### src/hdl/irpdt_pkg.sv
// types, codes and reset constants for the ir pulse-distance transmitter
// no dependencies
`default_nettype none

package irpdt_pkg;

    localparam int FRAME_BITS_DEF  = 32;
    localparam int COUNT_WIDTH_DEF = 12;
    localparam int WORD_W          = 32;
    localparam int CFG_W           = 12;
    localparam int CFG_IDX_W       = 3;

    localparam logic [CFG_W-1:0] HEADER_MARK_RST  = 12'd692;
    localparam logic [CFG_W-1:0] HEADER_SPACE_RST = 12'd346;
    localparam logic [CFG_W-1:0] BIT_MARK_RST     = 12'd43;
    localparam logic [CFG_W-1:0] ZERO_SPACE_RST   = 12'd43;
    localparam logic [CFG_W-1:0] ONE_SPACE_RST    = 12'd129;
    localparam logic [CFG_W-1:0] STOP_MARK_RST    = 12'd43;

    typedef enum logic [0:0] {
        OP_TICK  = 1'b0,
        OP_START = 1'b1
    } op_t;

    typedef enum logic [CFG_IDX_W-1:0] {
        REG_HEADER_MARK  = 3'd0,
        REG_HEADER_SPACE = 3'd1,
        REG_BIT_MARK     = 3'd2,
        REG_ZERO_SPACE   = 3'd3,
        REG_ONE_SPACE    = 3'd4,
        REG_STOP_MARK    = 3'd5
    } cfg_reg_t;

    typedef enum logic [1:0] {
        PH_IDLE   = 2'd0,
        PH_HEADER = 2'd1,
        PH_DATA   = 2'd2,
        PH_STOP   = 2'd3
    } phase_t;

    typedef struct packed {
        op_t               op;
        logic [WORD_W-1:0] frame_word;
    } cmd_t;

    typedef struct packed {
        logic ir_level;
        logic busy_res;
        logic frame_done;
    } res_t;

endpackage

`default_nettype wire

### src/hdl/ir_pulse_distance_transmitter.sv
// ir pulse-distance transmitter top level: frame sequencer and result register
// depends on irpdt_pkg
`default_nettype none

// usage
//   cmd channel: one beat is either a tick (one carrier half-period) or a
//   start that loads frame_word; a start during a frame is dropped
//   res channel: exactly one beat per cmd beat with the emitter level,
//   busy flag and frame_done (set on the tick that ends the stop mark)
//   cfg channel: six 12-bit timing registers, always ready, write only
//   while the transmitter is idle
// timing
//   a result is registered and appears in the cycle after its cmd beat is taken;
//   one cmd beat is taken every cycle unless a held result stalls it, as the
//   sequencer update goes straight into the result register
//   when res_ready is low with a result held, cmd_ready drops until the
//   held beat is taken
// reset
//   timing registers return to their defaults, sequencer goes idle with the
//   emitter low, no result pending

module ir_pulse_distance_transmitter
    import irpdt_pkg::*;
#(
    parameter int FRAME_BITS  = FRAME_BITS_DEF,
    parameter int COUNT_WIDTH = COUNT_WIDTH_DEF
)(
    input  wire logic                 clk,
    input  wire logic                 rst_n,
    input  wire logic                 cmd_valid,
    output      logic                 cmd_ready,
    input  wire cmd_t                 cmd_data,
    output      logic                 res_valid,
    input  wire logic                 res_ready,
    output      res_t                 res_data,
    input  wire logic                 cfg_valid,
    output      logic                 cfg_ready,
    input  wire logic [CFG_IDX_W-1:0] cfg_index,
    input  wire logic [CFG_W-1:0]     cfg_data
);

    localparam int BL_W = $clog2(FRAME_BITS + 1);

    logic [CFG_W-1:0] header_mark_reg;
    logic [CFG_W-1:0] header_space_reg;
    logic [CFG_W-1:0] bit_mark_reg;
    logic [CFG_W-1:0] zero_space_reg;
    logic [CFG_W-1:0] one_space_reg;
    logic [CFG_W-1:0] stop_mark_reg;

    phase_t                 phase_reg, phase_next;
    logic [COUNT_WIDTH-1:0] mark_reg, mark_next;
    logic [COUNT_WIDTH-1:0] space_reg, space_next;
    logic [FRAME_BITS-1:0]  shift_reg, shift_next;
    logic [BL_W-1:0]        bits_left_reg, bits_left_next;
    logic                   pin_reg, pin_next;
    logic                   done_next;

    logic res_valid_reg;
    res_t res_data_reg;
    logic cmd_fire;

    assign cfg_ready = 1'b1;
    assign cmd_ready = !res_valid_reg || res_ready;
    assign cmd_fire  = cmd_valid && cmd_ready;
    assign res_valid = res_valid_reg;
    assign res_data  = res_data_reg;

    // timing registers
    always_ff @(posedge clk or negedge rst_n)
    begin
        if (!rst_n)
        begin
            header_mark_reg  <= HEADER_MARK_RST;
            header_space_reg <= HEADER_SPACE_RST;
            bit_mark_reg     <= BIT_MARK_RST;
            zero_space_reg   <= ZERO_SPACE_RST;
            one_space_reg    <= ONE_SPACE_RST;
            stop_mark_reg    <= STOP_MARK_RST;
        end
        else if (cfg_valid)
        begin
            case (cfg_index)
                REG_HEADER_MARK:  header_mark_reg  <= cfg_data;
                REG_HEADER_SPACE: header_space_reg <= cfg_data;
                REG_BIT_MARK:     bit_mark_reg     <= cfg_data;
                REG_ZERO_SPACE:   zero_space_reg   <= cfg_data;
                REG_ONE_SPACE:    one_space_reg    <= cfg_data;
                REG_STOP_MARK:    stop_mark_reg    <= cfg_data;
                default:          ;
            endcase
        end
    end

    // sequencer state
    always_ff @(posedge clk or negedge rst_n)
    begin
        if (!rst_n)
        begin
            phase_reg     <= PH_IDLE;
            mark_reg      <= '0;
            space_reg     <= '0;
            shift_reg     <= '0;
            bits_left_reg <= '0;
            pin_reg       <= 1'b0;
        end
        else
        begin
            phase_reg     <= phase_next;
            mark_reg      <= mark_next;
            space_reg     <= space_next;
            shift_reg     <= shift_next;
            bits_left_reg <= bits_left_next;
            pin_reg       <= pin_next;
        end
    end

    always_comb
    begin
        phase_next     = phase_reg;
        mark_next      = mark_reg;
        space_next     = space_reg;
        shift_next     = shift_reg;
        bits_left_next = bits_left_reg;
        pin_next       = pin_reg;
        done_next      = 1'b0;
        if (cmd_fire)
        begin
            if (cmd_data.op == OP_START)
            begin
                if (phase_reg == PH_IDLE)
                begin
                    shift_next     = FRAME_BITS'(cmd_data.frame_word);
                    bits_left_next = BL_W'(FRAME_BITS);
                    mark_next      = COUNT_WIDTH'(header_mark_reg);
                    space_next     = COUNT_WIDTH'(header_space_reg);
                    phase_next     = PH_HEADER;
                end
            end
            else if (phase_reg != PH_IDLE)
            begin
                if (mark_next != '0)
                begin
                    mark_next = mark_next - COUNT_WIDTH'(1);
                    pin_next  = !pin_next;
                end
                else if (space_next != '0)
                begin
                    space_next = space_next - COUNT_WIDTH'(1);
                    pin_next   = 1'b0;
                end
                if ((phase_next == PH_HEADER || phase_next == PH_DATA)
                    && mark_next == '0 && space_next == '0)
                begin
                    if (bits_left_next != '0)
                    begin
                        mark_next      = COUNT_WIDTH'(bit_mark_reg);
                        space_next     = shift_next[FRAME_BITS-1]
                                       ? COUNT_WIDTH'(one_space_reg)
                                       : COUNT_WIDTH'(zero_space_reg);
                        shift_next     = shift_next << 1;
                        bits_left_next = bits_left_next - BL_W'(1);
                        phase_next     = PH_DATA;
                    end
                    else
                    begin
                        mark_next  = COUNT_WIDTH'(stop_mark_reg);
                        phase_next = PH_STOP;
                    end
                end
                if (phase_next == PH_STOP && mark_next == '0)
                begin
                    pin_next   = 1'b0;
                    space_next = '0;
                    phase_next = PH_IDLE;
                    done_next  = 1'b1;
                end
            end
        end
    end

    // result register
    always_ff @(posedge clk or negedge rst_n)
    begin
        if (!rst_n)
        begin
            res_valid_reg <= 1'b0;
        end
        else if (cmd_ready)
        begin
            res_valid_reg <= cmd_valid;
        end
    end

    always_ff @(posedge clk)
    begin
        if (cmd_fire)
        begin
            res_data_reg.ir_level   <= pin_next;
            res_data_reg.busy_res   <= (phase_next != PH_IDLE);
            res_data_reg.frame_done <= done_next;
        end
    end

`ifndef ASSERT_OFF
    a_done_not_busy: assert property (@(posedge clk) disable iff (!rst_n)
        res_valid |-> !(res_data.frame_done && res_data.busy_res))
        else $error("frame_done reported with busy set");

    a_idle_pin_low: assert property (@(posedge clk) disable iff (!rst_n)
        phase_reg == PH_IDLE |-> !pin_reg)
        else $error("emitter high while idle");

    a_idle_no_bits: assert property (@(posedge clk) disable iff (!rst_n)
        phase_reg == PH_IDLE |-> bits_left_reg == '0)
        else $error("bits pending while idle");

    a_start_loads: assert property (@(posedge clk) disable iff (!rst_n)
        cmd_fire && cmd_data.op == OP_START && phase_reg == PH_IDLE
        |=> phase_reg == PH_HEADER && res_valid)
        else $error("start beat did not open a frame");

    a_ready_when_empty: assert property (@(posedge clk) disable iff (!rst_n)
        !res_valid_reg |-> cmd_ready)
        else $error("cmd stalled with empty result register");
`endif

endmodule

`default_nettype wire

### config.mk
export PLATFORM = sky130hd
export DESIGN_NAME = ir_pulse_distance_transmitter
export DESIGN_NICKNAME = d
export VERILOG_FILES = /design/src/hdl/irpdt_pkg.sv /design/src/hdl/ir_pulse_distance_transmitter.sv
export SDC_FILE = /design/constraint.sdc
export NUM_CORES = 1
export LEC_CHECK = 0
export ABC_AREA = 1
export BUFFER_PORTS_ARGS = -buffer_cell sky130_fd_sc_hd__buf_2
export CORE_MARGIN = 5
export CORE_UTILIZATION = 35
export CTS_CLUSTER_SIZE = 12
export DETAILED_ROUTE_END_ITERATION = 8
export PLACE_DENSITY = 0.54
export SETUP_SLACK_MARGIN = 0.2
export SYNTH_ARGS = -nofsm -noshare
export SYNTH_HDL_FRONTEND = slang
export SYNTH_SLANG_ARGS = --single-unit
### constraint.sdc
create_clock -name clk -period 7.69 [get_ports clk]
set_input_delay 0.769 -clock clk [delete_from_list [all_inputs] [get_ports clk]]
set_output_delay 0.769 -clock clk [all_outputs]
set_load 0.01 [all_outputs]
==> impl_metrics.yaml, run 1 <==
synthesis:
  post_synthesis_cell_type_with_the_largest_combined_area: "sky130_fd_sc_hd__dfrtp_1"
  synth-edff-count: 3
  synth.avg_cell_area_um2: 7.897
  postSynthNetCount: 1036
  synth-main-ff-cell: "sky130_fd_sc_hd__dfrtp_1"
  synth.top_cells.by_area: "sky130_fd_sc_hd__dfrtp_1 (37%), sky130_fd_sc_hd__nand2_1 (15%), sky130_fd_sc_hd__dfstp_2 (8.2%)"
  syn_area_um2: 7707
  synthesis.instances: 976
  yosysWarningCount: 0
  yosysSeqAreaShare_pct: 46.36
  synth-async-reset-ratio_pct: 97.87
  synth_top_area_share_pct: 37.01
  post_synth_num_cell_types: 45
  synth.ff_latch_count: 141
routing:
  drtIter0Drc: 402
  drt_drc_violations_left: 0
  totalWireLength_um: 19720
  firstDrtPassIters: 5
  avgRoutedWirePerCell_um: 15.10
  via_per_inst: 4.945
  final_antenna_net_count: 0
  vias: 6458
critical_path:
  criticalPathCategory: "reg2reg"
  critical_path.cell_chain: "inv_1 > ha_1 > nand3_1 > nor2_2 > inv_1 > nor2_4 > o21ai_1 > o21ai_1 > nand3_1 > nor3b_2 > nand4_2 > inv_2 > o21ai_4 > clkinv_2 > o211ai_1 > o21ai_0"
  timing.reg2reg.setup_slack_ps: 4040
  worst_r2r_startpoint: "space_reg[0]"
  worstSetupEndpointType: "flop"
  crit_required_ps: 8000
  cp_top_family: "buffers and inverters"
  r2r.worst_path.cells: 16
  slowest_delay_ps: 680
  critical_path.max_fanout: 68
  critical_path_buf_inv_count: 4
  arrival_worst_endpoint_ps: 3960
  regToRegEndpoint: "shift_reg[15]"
  startpoint_type: "flop"
  critPathSlowestCell: "sky130_fd_sc_hd__clkinv_2"
clocking:
  post_cts_resize_count: 0
  clock_insertion_delay_worst_skew_ps: 420
  clock-sinks: 141
  clock_tree.htree_level_count: 4
  numCtsBuffers: 17
  clk_path_buf_depth: 2
  cts_post_setup_buffers_inserted: 0
  clk_root_buffer_cell: "sky130_fd_sc_hd__clkbuf_16"
  cts_tree: "built"
  worst_setup_hold_path_clk_slew_ps: 60
  hold_buffers_post_cts: 0
power:
  power.share.sequential_pct: 35.0
  ir_drop_mv: 0.1718
  cellLeakagePower_nw: 4.281
  internal_pwr_total_w: 0.002017
  comb_power_share_pct: 38.1
  power.switching_fraction_pct: 39.95
  pwr-share-clk_pct: 26.9
  cellPowerDensity_nw_per_um2: 381.7
  switchingPower_w: 0.001342
status:
  status: "finished clean"
sta:
  max_freq_ghz: 0.2737
  setup_failing_eps_final: 0
  hold_viol_final: 0
  period_minus_slack_ps: 3654
  max_slew_margin_pct: 34.19
  timing.final.crit_share_pct: 47.52
  timing.clock.skew_ps: 8.073
  report.final.slew_viol_count: 0
  grt_setup_unrepaired: "no"
  worst_pin_slew_ps: 987.2
  tns_ps: 0
finish:
  layout-drive-gt1-share_pct: 18.23
  layout.cells.most_common_list: "sky130_fd_sc_hd__nand2_1 (314), sky130_fd_sc_hd__dfrtp_1 (114), sky130_fd_sc_hd__o21ai_0 (107)"
  flow.area_growth_from_synthesis_pct: 14.16
  final.fill_count: 2271
  final_net_count: 1073
  mostFrequentLayoutCell: "sky130_fd_sc_hd__nand2_1"
  largest_reg_flops: 32
  finish.utilization_pct: 40.44
  antenna_cells: 0
global_route:
  grtUsageTotal_pct: 16.44
  antenna_found_initial: 0
  globalRouteOverflowTotal: 0
  grt_first_pass_wirelength_um: 32550
  via_count_of_the_first_global_routing_pass: 6071
  grt_start_max_net_pins: 96
floorplanning:
  floorplan.initialDensity_pct: 35.43
  num_rows: 54
  pin_count: 59
  die-width_um: 158.4
  fp.coreArea_um2: 21760
  floorplan.die.height_um: 158.4
  design.die.area_um2: 25090
placed_design:
  hpwl_after_dpl_um: 13930
  global_placement_routability_congestion: 0.8631
  placement.io_buffers: 57
hold_path:
  worst_hold_path_type: "in2async"
job:
  drv.max_cap_violation_count: 0
-- cells in the mapped netlist (4+ instances only) --
master / number
sky130_fd_sc_hd__dfstp_2: 24
sky130_fd_sc_hd__a21oi_1: 6
sky130_fd_sc_hd__dfrtp_1: 114
sky130_fd_sc_hd__nand4_1: 19
sky130_fd_sc_hd__inv_1: 84
sky130_fd_sc_hd__a22oi_1: 24
sky130_fd_sc_hd__o21ai_0: 107
sky130_fd_sc_hd__buf_2: 6
sky130_fd_sc_hd__xor2_1: 6
sky130_fd_sc_hd__inv_2: 13
sky130_fd_sc_hd__nand2_2: 4
sky130_fd_sc_hd__clkbuf_1: 28
sky130_fd_sc_hd__nand2_1: 314
sky130_fd_sc_hd__nor2_2: 7
sky130_fd_sc_hd__nand3_2: 6
sky130_fd_sc_hd__o211ai_1: 18
sky130_fd_sc_hd__ha_1: 7
sky130_fd_sc_hd__o211ai_2: 13
sky130_fd_sc_hd__nand3_1: 37
sky130_fd_sc_hd__o21ai_2: 12
sky130_fd_sc_hd__o21ai_1: 8
sky130_fd_sc_hd__nor2_4: 7
sky130_fd_sc_hd__nor2_1: 71
sky130_fd_sc_hd__o2111ai_1: 8
sky130_fd_sc_hd__buf_6: 5
-- worst max-delay path by stage --
stage	cells after the start	slack, ps	start	end
final	16	4040	space_reg[0]	shift_reg[15]
after detailed placement	17	4040	mark_reg[0]	shift_reg[12]
after global placement	17	4140	space_reg[0]	shift_reg[3]
after floorplan	11	4620	cmd_data[32]	mark_reg[0]
after CTS	17	4050	mark_reg[0]	shift_reg[1]
after global routing	17	3570	space_reg[0]	shift_reg[14]
-- worst register-to-register path: stages, from the launching register on --
cell                       delay [ps]
sky130_fd_sc_hd__dfrtp_1          390
sky130_fd_sc_hd__inv_1            130
sky130_fd_sc_hd__ha_1             220
sky130_fd_sc_hd__nand3_1          130
sky130_fd_sc_hd__nor2_2           160
sky130_fd_sc_hd__inv_1             80
sky130_fd_sc_hd__nor2_4           140
sky130_fd_sc_hd__o21ai_1           80
sky130_fd_sc_hd__o21ai_1          190
sky130_fd_sc_hd__nand3_1          140
sky130_fd_sc_hd__nor3b_2          190
sky130_fd_sc_hd__nand4_2          180
sky130_fd_sc_hd__inv_2            350
sky130_fd_sc_hd__o21ai_4          140
sky130_fd_sc_hd__clkinv_2         680
sky130_fd_sc_hd__o211ai_1         230
sky130_fd_sc_hd__o21ai_0          120
-- through the flow --
step / area (µm²) / cells / power [W] / setup slack (ps) / hold slack (ps)
3_5_place_dp: 8145 / 1274 / 0.002464 / 4044 / 473.3
2_1_floorplan: 7707 / 976 / 0.002134 / 4617 / 452.8
5_1_grt: 8798 / 1306 / 0.003640 / 3569 / 504.1
6_report: 8798 / 1306 / 0.003359 / 4036 / 403.7
4_1_cts: 8798 / 1306 / 0.003383 / 4047 / 443.7
3_3_place_gp: 8145 / 1274 / 0.002456 / 4139 / 466.1
-- cell families after synthesis --
kind of cell             after synthesis  synth area share [%]
AND/OR/NAND/NOR                      474                 26.54
AO/OA/AOI/OAI                        201                 16.92
buffers and inverters                144                 8.068
flip-flops                           141                 46.36
adder cells (fa/ha/maj)                7                 1.136
XOR/XNOR                               7                0.7955
other                                  1               0.04865
multiplexers                           1                0.1299
-- metal layers --
layer	wire length [µm]	global-route usage, %
met5	0	0
met4	295	5.118
met3	776	2.310
met2	8592	24.06
met1	10060	25.09
-- power by group through the flow --
| stage | Combinational, W | Sequential (W) | Clock, W |
|---|---|---|---|
| 5_1_grt | 0.00148 | 0.00120 | 0.000958 |
| 2_1_floorplan | 0.00102 | 0.00112 | 0 |
| 3_3_place_gp | 0.00128 | 0.00118 | 0 |
| 4_1_cts | 0.00129 | 0.00117 | 0.000924 |
| 6_report | 0.00128 | 0.00118 | 0.000903 |
| 3_5_place_dp | 0.00128 | 0.00118 | 0 |
-- final cells by class --
type | instances | area, µm² | area share, %
flip-flops and latches | 141 | 3573 | 40.61
well taps | 280 | 350.3 | 3.982
multi-input cells | 691 | 3512 | 39.92
inverters | 99 | 372.9 | 4.238
repair buffers | 63 | 336.6 | 3.825
clock inverters | 10 | 188.9 | 2.147
clock buffers | 22 | 464.2 | 5.276
(Power assumes the default switching activity.)
==> run 2: changes to the inputs <==
- ABC_AREA: 1 -> 0
- clock period: 7.69 -> 3.7 ns (I/O delays scaled with it)
==> run 2 against run 1 <==
Die area down 0.85%. Combinational power increased by 29%. Worst setup slack lost 4000 ps. Largest cell class is now multi-input combinational cells. Hold slack worse by 390 ps. Critical endpoint is now space_reg[7].
==> impl_metrics.yaml, run 2 <==
synthesis:
  post_synthesis_cell_type_with_the_largest_combined_area: "sky130_fd_sc_hd__dfrtp_1"
  synth.ff_latch_count: 141
  yosysSeqAreaShare_pct: 46.79
  synth.avg_cell_area_um2: 10.21
  synth-edff-count: 3
  yosysWarningCount: 0
  synth.top_cells.by_area: "sky130_fd_sc_hd__dfrtp_1 (37%), sky130_fd_sc_hd__mux2_2 (12%), sky130_fd_sc_hd__dfstp_2 (8.3%)"
  synth-main-ff-cell: "sky130_fd_sc_hd__dfrtp_1"
  yosysMostFrequentCell: "sky130_fd_sc_hd__dfrtp_1"
  synth_top_area_share_pct: 37.35
  post_synth_num_cell_types: 63
  syn_area_um2: 7637
  postSynthNetCount: 808
  most_numerous_cell_types_in_the_synthesized_netlist: "sky130_fd_sc_hd__dfrtp_1 (114), sky130_fd_sc_hd__a21oi_1 (81), sky130_fd_sc_hd__mux2_2 (78)"
  synthesis.instances: 748
  synth-async-reset-ratio_pct: 97.87
power:
  ir_drop_mv: 0.3813
  power.switching_fraction_pct: 33.38
  comb_power_share_pct: 29.2
  cellLeakagePower_nw: 3.910
  switchingPower_w: 0.001890
  pwr-share-clk_pct: 30.4
  power.share.sequential_pct: 40.4
  internal_pwr_total_w: 0.003772
  cellPowerDensity_nw_per_um2: 600.6
clocking:
  clock_tree.htree_level_count: 4
  clock-sinks: 141
  clk_root_buffer_cell: "sky130_fd_sc_hd__clkbuf_16"
  clock_insertion_delay_worst_skew_ps: 430
  worst_setup_hold_path_clk_slew_ps: 70
  numCtsBuffers: 17
  cts_tree: "built"
  clk_path_buf_depth: 2
placed_design:
  placement.cell_area_um2: 8547
  global_placement_routability_congestion: 0.8604
  pre_cts_slack_ps: 57.21
  hpwl_after_dpl_um: 14070
  placement.io_buffers: 57
sta:
  timing.hold.ws_ps: 9.275
  tns_ps: 0
  grt_setup_unrepaired: "yes"
  setup_failing_eps_final: 0
  report.final.slew_viol_count: 0
  timing.clock.skew_ps: 10.94
  worst_pin_slew_ps: 1048
  timing.final.crit_share_pct: 98.56
  post-route-worst-setup-slack_ps: 53.15
  period_minus_slack_ps: 3647
  max_slew_margin_pct: 29.75
  hold_viol_final: 0
  max_freq_ghz: 0.2742
finish:
  flow.area_growth_from_synthesis_pct: 23.44
  largest_reg_flops: 32
  finalInstanceArea_um2: 9428
  layout-drive-gt1-share_pct: 36.11
  antenna_cells: 0
  finish.utilization_pct: 43.47
  final_net_count: 900
  layout.cells.most_common_list: "sky130_fd_sc_hd__dfrtp_1 (114), sky130_fd_sc_hd__mux2_2 (78), sky130_fd_sc_hd__nor2_1 (75)"
  mostFrequentLayoutCell: "sky130_fd_sc_hd__dfrtp_1"
  final.fill_count: 2071
floorplanning:
  design.die.area_um2: 24880
  floorplan.die.height_um: 157.7
  die-width_um: 157.7
  fp.coreArea_um2: 21690
  num_rows: 54
  pin_count: 59
  floorplan.initialDensity_pct: 35.21
routing:
  via_per_inst: 5.285
  vias: 5988
  avgRoutedWirePerCell_um: 17.91
  totalWireLength_um: 20300
  firstDrtPassIters: 4
  final_antenna_net_count: 0
  drt_drc_violations_left: 0
  drtIter0Drc: 335
hold_path:
  worst_hold_path_type: "in2async"
critical_path:
  critical_path.max_fanout: 8
  critPathSlowestCell: "sky130_fd_sc_hd__or4_4"
  slowest_delay_ps: 570
  arrival_worst_endpoint_ps: 4000
  startpoint_type: "flop"
  critical_path.cell_chain: "or4_4 > or4_4 > a211oi_4 > a211oi_2 > or4_4 > nor4_4 > o22ai_2 > a22o_4 > or3_1 > a21oi_2"
  worstSetupEndpointType: "flop"
  most_frequent_cell_on_critical_path: "sky130_fd_sc_hd__or4_4"
  crit_required_ps: 4050
  criticalPathCategory: "reg2reg"
global_route:
  grt_start_max_net_pins: 97
  antenna_found_initial: 0
  grt_first_pass_wirelength_um: 32060
  grtUsageTotal_pct: 16.52
  via_count_of_the_first_global_routing_pass: 5710
  globalRouteOverflowTotal: 0
status:
  status: "finished clean"
job:
  drv.max_cap_violation_count: 0
## run 2: metal layers
layer  track usage (%)  routed length [µm]  vias to the layer above
met3             2.816                 879                       17
met1             25.36               10090                     2922
li1                  -                   -                     2932
met4             4.588                 294                        0
met5                 0                   0                        -
met2             23.90                9028                      117
## run 2: final cells by class
| class | instances | area [µm²] | share of cell area [%] |
|---|---|---|---|
| timing repair buffer | 120 | 824.5 | 8.746 |
| sequential | 141 | 3573 | 37.90 |
| inverter | 14 | 52.55 | 0.5574 |
| clock buffer | 18 | 439.2 | 4.658 |
| multi-input combinational | 546 | 4039 | 42.84 |
| clock inverter | 14 | 148.9 | 1.579 |
| tap | 280 | 350.3 | 3.716 |
## run 2: metrics by stage
step,std cells,power (W)
after floorplan,748,0.003275
after global placement,1088,0.003855
after detailed placement,1088,0.003872
after CTS,1124,0.005634
after global routing,1133,0.006004
final,1133,0.005662
## run 2: kinds of logic after synthesis
family                     share of synthesized area (%)
AOI/OAI and AO/OA                                  13.53
xor gates and xnor gates                           1.261
adders and majority gates                          1.147
buffers and inverters                              3.424
DFF                                                46.79
muxes                                              18.45
other                                            0.04910
and+or+nand+nor                                    15.35
## run 2: power groups by stage
stage / Clock (W) / Combinational, W / Sequential [W]
global route: 0.00182 / 0.00184 / 0.00234
finish: 0.00172 / 0.00165 / 0.00229
detailed placement: 0 / 0.00157 / 0.00230
CTS: 0.00176 / 0.00159 / 0.00228
global placement: 0 / 0.00156 / 0.00230
floorplan: 0 / 0.00106 / 0.00222
## run 2: critical path, delay by kind of cell, from the launching register on
| kind | cells | cell delay [ps] |
|---|---|---|
| flops | 1 | 370 |
| compound gates | 5 | 850 |
| simple gates | 5 | 2340 |
## run 2: path summary, 6_finish.rpt
path / cells after the start / slack (ps) / startpoint / end
max reg2reg: 10 / 50 / space_reg[4] / space_reg[7]
max: 10 / 50 / space_reg[4] / space_reg[7]
min: 1 / 9 / rst_n / bit_mark_reg[6]
max in group asynchronous: 2 / 2690 / rst_n / header_space_reg[6]
min in group clk: 2 / 160 / cmd_valid / res_valid
min reg2reg: 1 / 510 / one_space_reg[4] / one_space_reg[4]
## run 2: timing repair
action / CTS / global route
endpoints found under the setup margin: 53 / 68
buffers inserted: 3 / 9
hold buffers: 0 / 0
cloned: 1 / 0
endpoints found under the hold margin: 0 / 0
pin swaps: 5 / 21
gates resized for setup: 9 / 50
==> run 3: changes to the inputs <==
- CORE_UTILIZATION: 35 -> 25
- PLACE_DENSITY: 0.54 -> 0.43
==> run 3 against run 2 <==
Via count up 2.2%. Clock power up 12%. Critical endpoint is now space_reg[0]. Total power up 5.6%. The flow now finishes with violations (hold timing).
==> impl_metrics.yaml, run 3 (synthesis gave the netlist of run 2 again) <==
status:
  status: "finished with violations"
  failing_checks: "hold timing"
global_route:
  grt_start_max_net_pins: 80
  via_count_of_the_first_global_routing_pass: 6027
  grt.busiest_layer: "met2"
  grt_first_pass_wirelength_um: 35640
  globalRouteOverflowTotal: 0
  antenna_found_initial: 0
  grt_use_met2_pct: 20.24
  global_route.usage.met3_pct: 2.376
  globalRouteMet1Util_pct: 19.83
  grtUsageTotal_pct: 13.45
floorplanning:
  die-width_um: 184.8
  floorplan.initialDensity_pct: 25.16
  floorplan.die.height_um: 184.8
  fp.coreArea_um2: 30350
  design.die.area_um2: 34150
  pin_count: 59
  num_rows: 64
critical_path:
  startpoint_type: "flop"
  critical_path.cell_chain: "or4_4 > or4_4 > a211oi_2 > a211oi_2 > or4_4 > nor4_4 > o22ai_2 > a22o_4 > or3_1 > a22oi_1"
  crit_required_ps: 4040
  critPathSlowestCell: "sky130_fd_sc_hd__or4_4"
  arrival_worst_endpoint_ps: 3990
  slowest_delay_ps: 580
  most_frequent_cell_on_critical_path: "sky130_fd_sc_hd__or4_4"
  criticalPathCategory: "reg2reg"
  worstSetupEndpointType: "flop"
  critical_path.max_fanout: 8
routing:
  vias: 6119
  avgRoutedWirePerCell_um: 18.10
  final_antenna_net_count: 0
  firstDrtPassIters: 5
  drtIter0Drc: 292
  drt_drc_violations_left: 0
  via_per_inst: 4.833
  totalWireLength_um: 22920
sta:
  period_minus_slack_ps: 3654
  max_slew_margin_pct: 29.20
  max_freq_ghz: 0.2737
  worst_pin_slew_ps: 1056
  timing.hold.ws_ps: -20.15
  timing.clock.skew_ps: 12.36
  grt_setup_unrepaired: "yes"
  setup_failing_eps_final: 0
  report.final.slew_viol_count: 0
  hold_viol_final: 20
  timing.final.crit_share_pct: 98.76
clocking:
  worst_setup_hold_path_clk_slew_ps: 60
  clk_path_buf_depth: 2
  numCtsBuffers: 17
  clock_insertion_delay_worst_skew_ps: 430
  clk_root_buffer_cell: "sky130_fd_sc_hd__clkbuf_16"
  hold_buffers_post_cts: 0
  cts_tree: "built"
  clock-sinks: 141
  clock_tree.htree_level_count: 4
power:
  pwr-share-clk_pct: 32.3
  comb_power_share_pct: 29.5
  power.switching_fraction_pct: 31.70
  fin_total_pwr_w: 0.005978
  internal_pwr_total_w: 0.004083
  power.share.sequential_pct: 38.2
  ir_drop_mv: 0.2680
  cellLeakagePower_nw: 4.085
  cellPowerDensity_nw_per_um2: 601.4
  switchingPower_w: 0.001895
finish:
  post_layout_nonfiller_instances: 1266
  layout-drive-gt1-share_pct: 38.62
  finish.utilization_pct: 32.75
  final_net_count: 917
  flow.area_growth_from_synthesis_pct: 30.16
  layout.cells.most_common_list: "sky130_fd_sc_hd__dfrtp_1 (114), sky130_fd_sc_hd__mux2_2 (78), sky130_fd_sc_hd__nor2_1 (74)"
  largest_reg_flops: 32
  mostFrequentLayoutCell: "sky130_fd_sc_hd__dfrtp_1"
  antenna_cells: 0
placed_design:
  placed_instances: 1211
  global_placement_routability_congestion: 0.8717
  placement.io_buffers: 57
  hpwl_after_dpl_um: 15430
hold_path:
  worst_hold_path_type: "in2async"
job:
  drv.max_cap_violation_count: 0
## run 3: routing by layer
layer / vias to the layer above / part of all wire [%]
li1: 2961 / -
met1: 3043 / 51
met2: 99 / 44
met3: 16 / 3.1
met4: 0 / 1.3
met5: - / 0
## run 3: cell type report
type | instances | area, µm²
sequential | 141 | 3573
inverter | 14 | 52.55
clock inverter | 11 | 175.2
tap | 396 | 495.5
multi-input combinational | 546 | 4104
clock buffer | 21 | 491.7
timing repair buffer | 137 | 1049
fill | 3112 | 20410
## run 3: worst max-delay path, delay by kind of cell, from the launching register on
family / cells / cell delay [ps]
AO/OA/AOI/OAI: 5 / 860
AND/OR/NAND/NOR: 5 / 2340
flip-flops: 1 / 380
## run 3: path summary, 6_finish.rpt
kind | startpoint | endpoint | slack [ps] | cells after the start
worst max register to register | space_reg[4] | space_reg[0] | 50 | 10
max in group asynchronous | rst_n | zero_space_reg[1] | 2830 | 2
worst min register to register | one_space_reg[5] | one_space_reg[5] | 500 | 1
min in group clk | cmd_valid | res_valid | 150 | 2
worst max-delay path | space_reg[4] | space_reg[0] | 50 | 10
worst min-delay path | rst_n | shift_reg[25] | -20 | 1
## run 3: stage by stage
step                area [µm²]  setup slack [ps]  TNS (ps)
floorplan                 7667             64.71         0
global placement          8735             42.92         0
detailed placement        8735             12.70         0
CTS                       9603             54.27         0
global route              9941            -60.57    -124.9
finish                    9941             46.05         0
## run 3: what timing repair did
action / 4_1_cts / 5_1_grt
hold endpoints to repair: 0 / 0
resized for setup: 21 / 54
gates cloned: 2 / 4
endpoints found under the setup margin: 58 / 68
setup buffers: 8 / 9
pin swaps: 12 / 11
## run 3: power by group through the flow
stage	clock (W)	sequential, W	combinational [W]
CTS	0.00199	0.00227	0.00168
floorplan	0	0.00222	0.00106
global placement	0	0.00230	0.00162
finish	0.00193	0.00228	0.00176
detailed placement	0	0.00230	0.00162
global route	0.00204	0.00234	0.00196
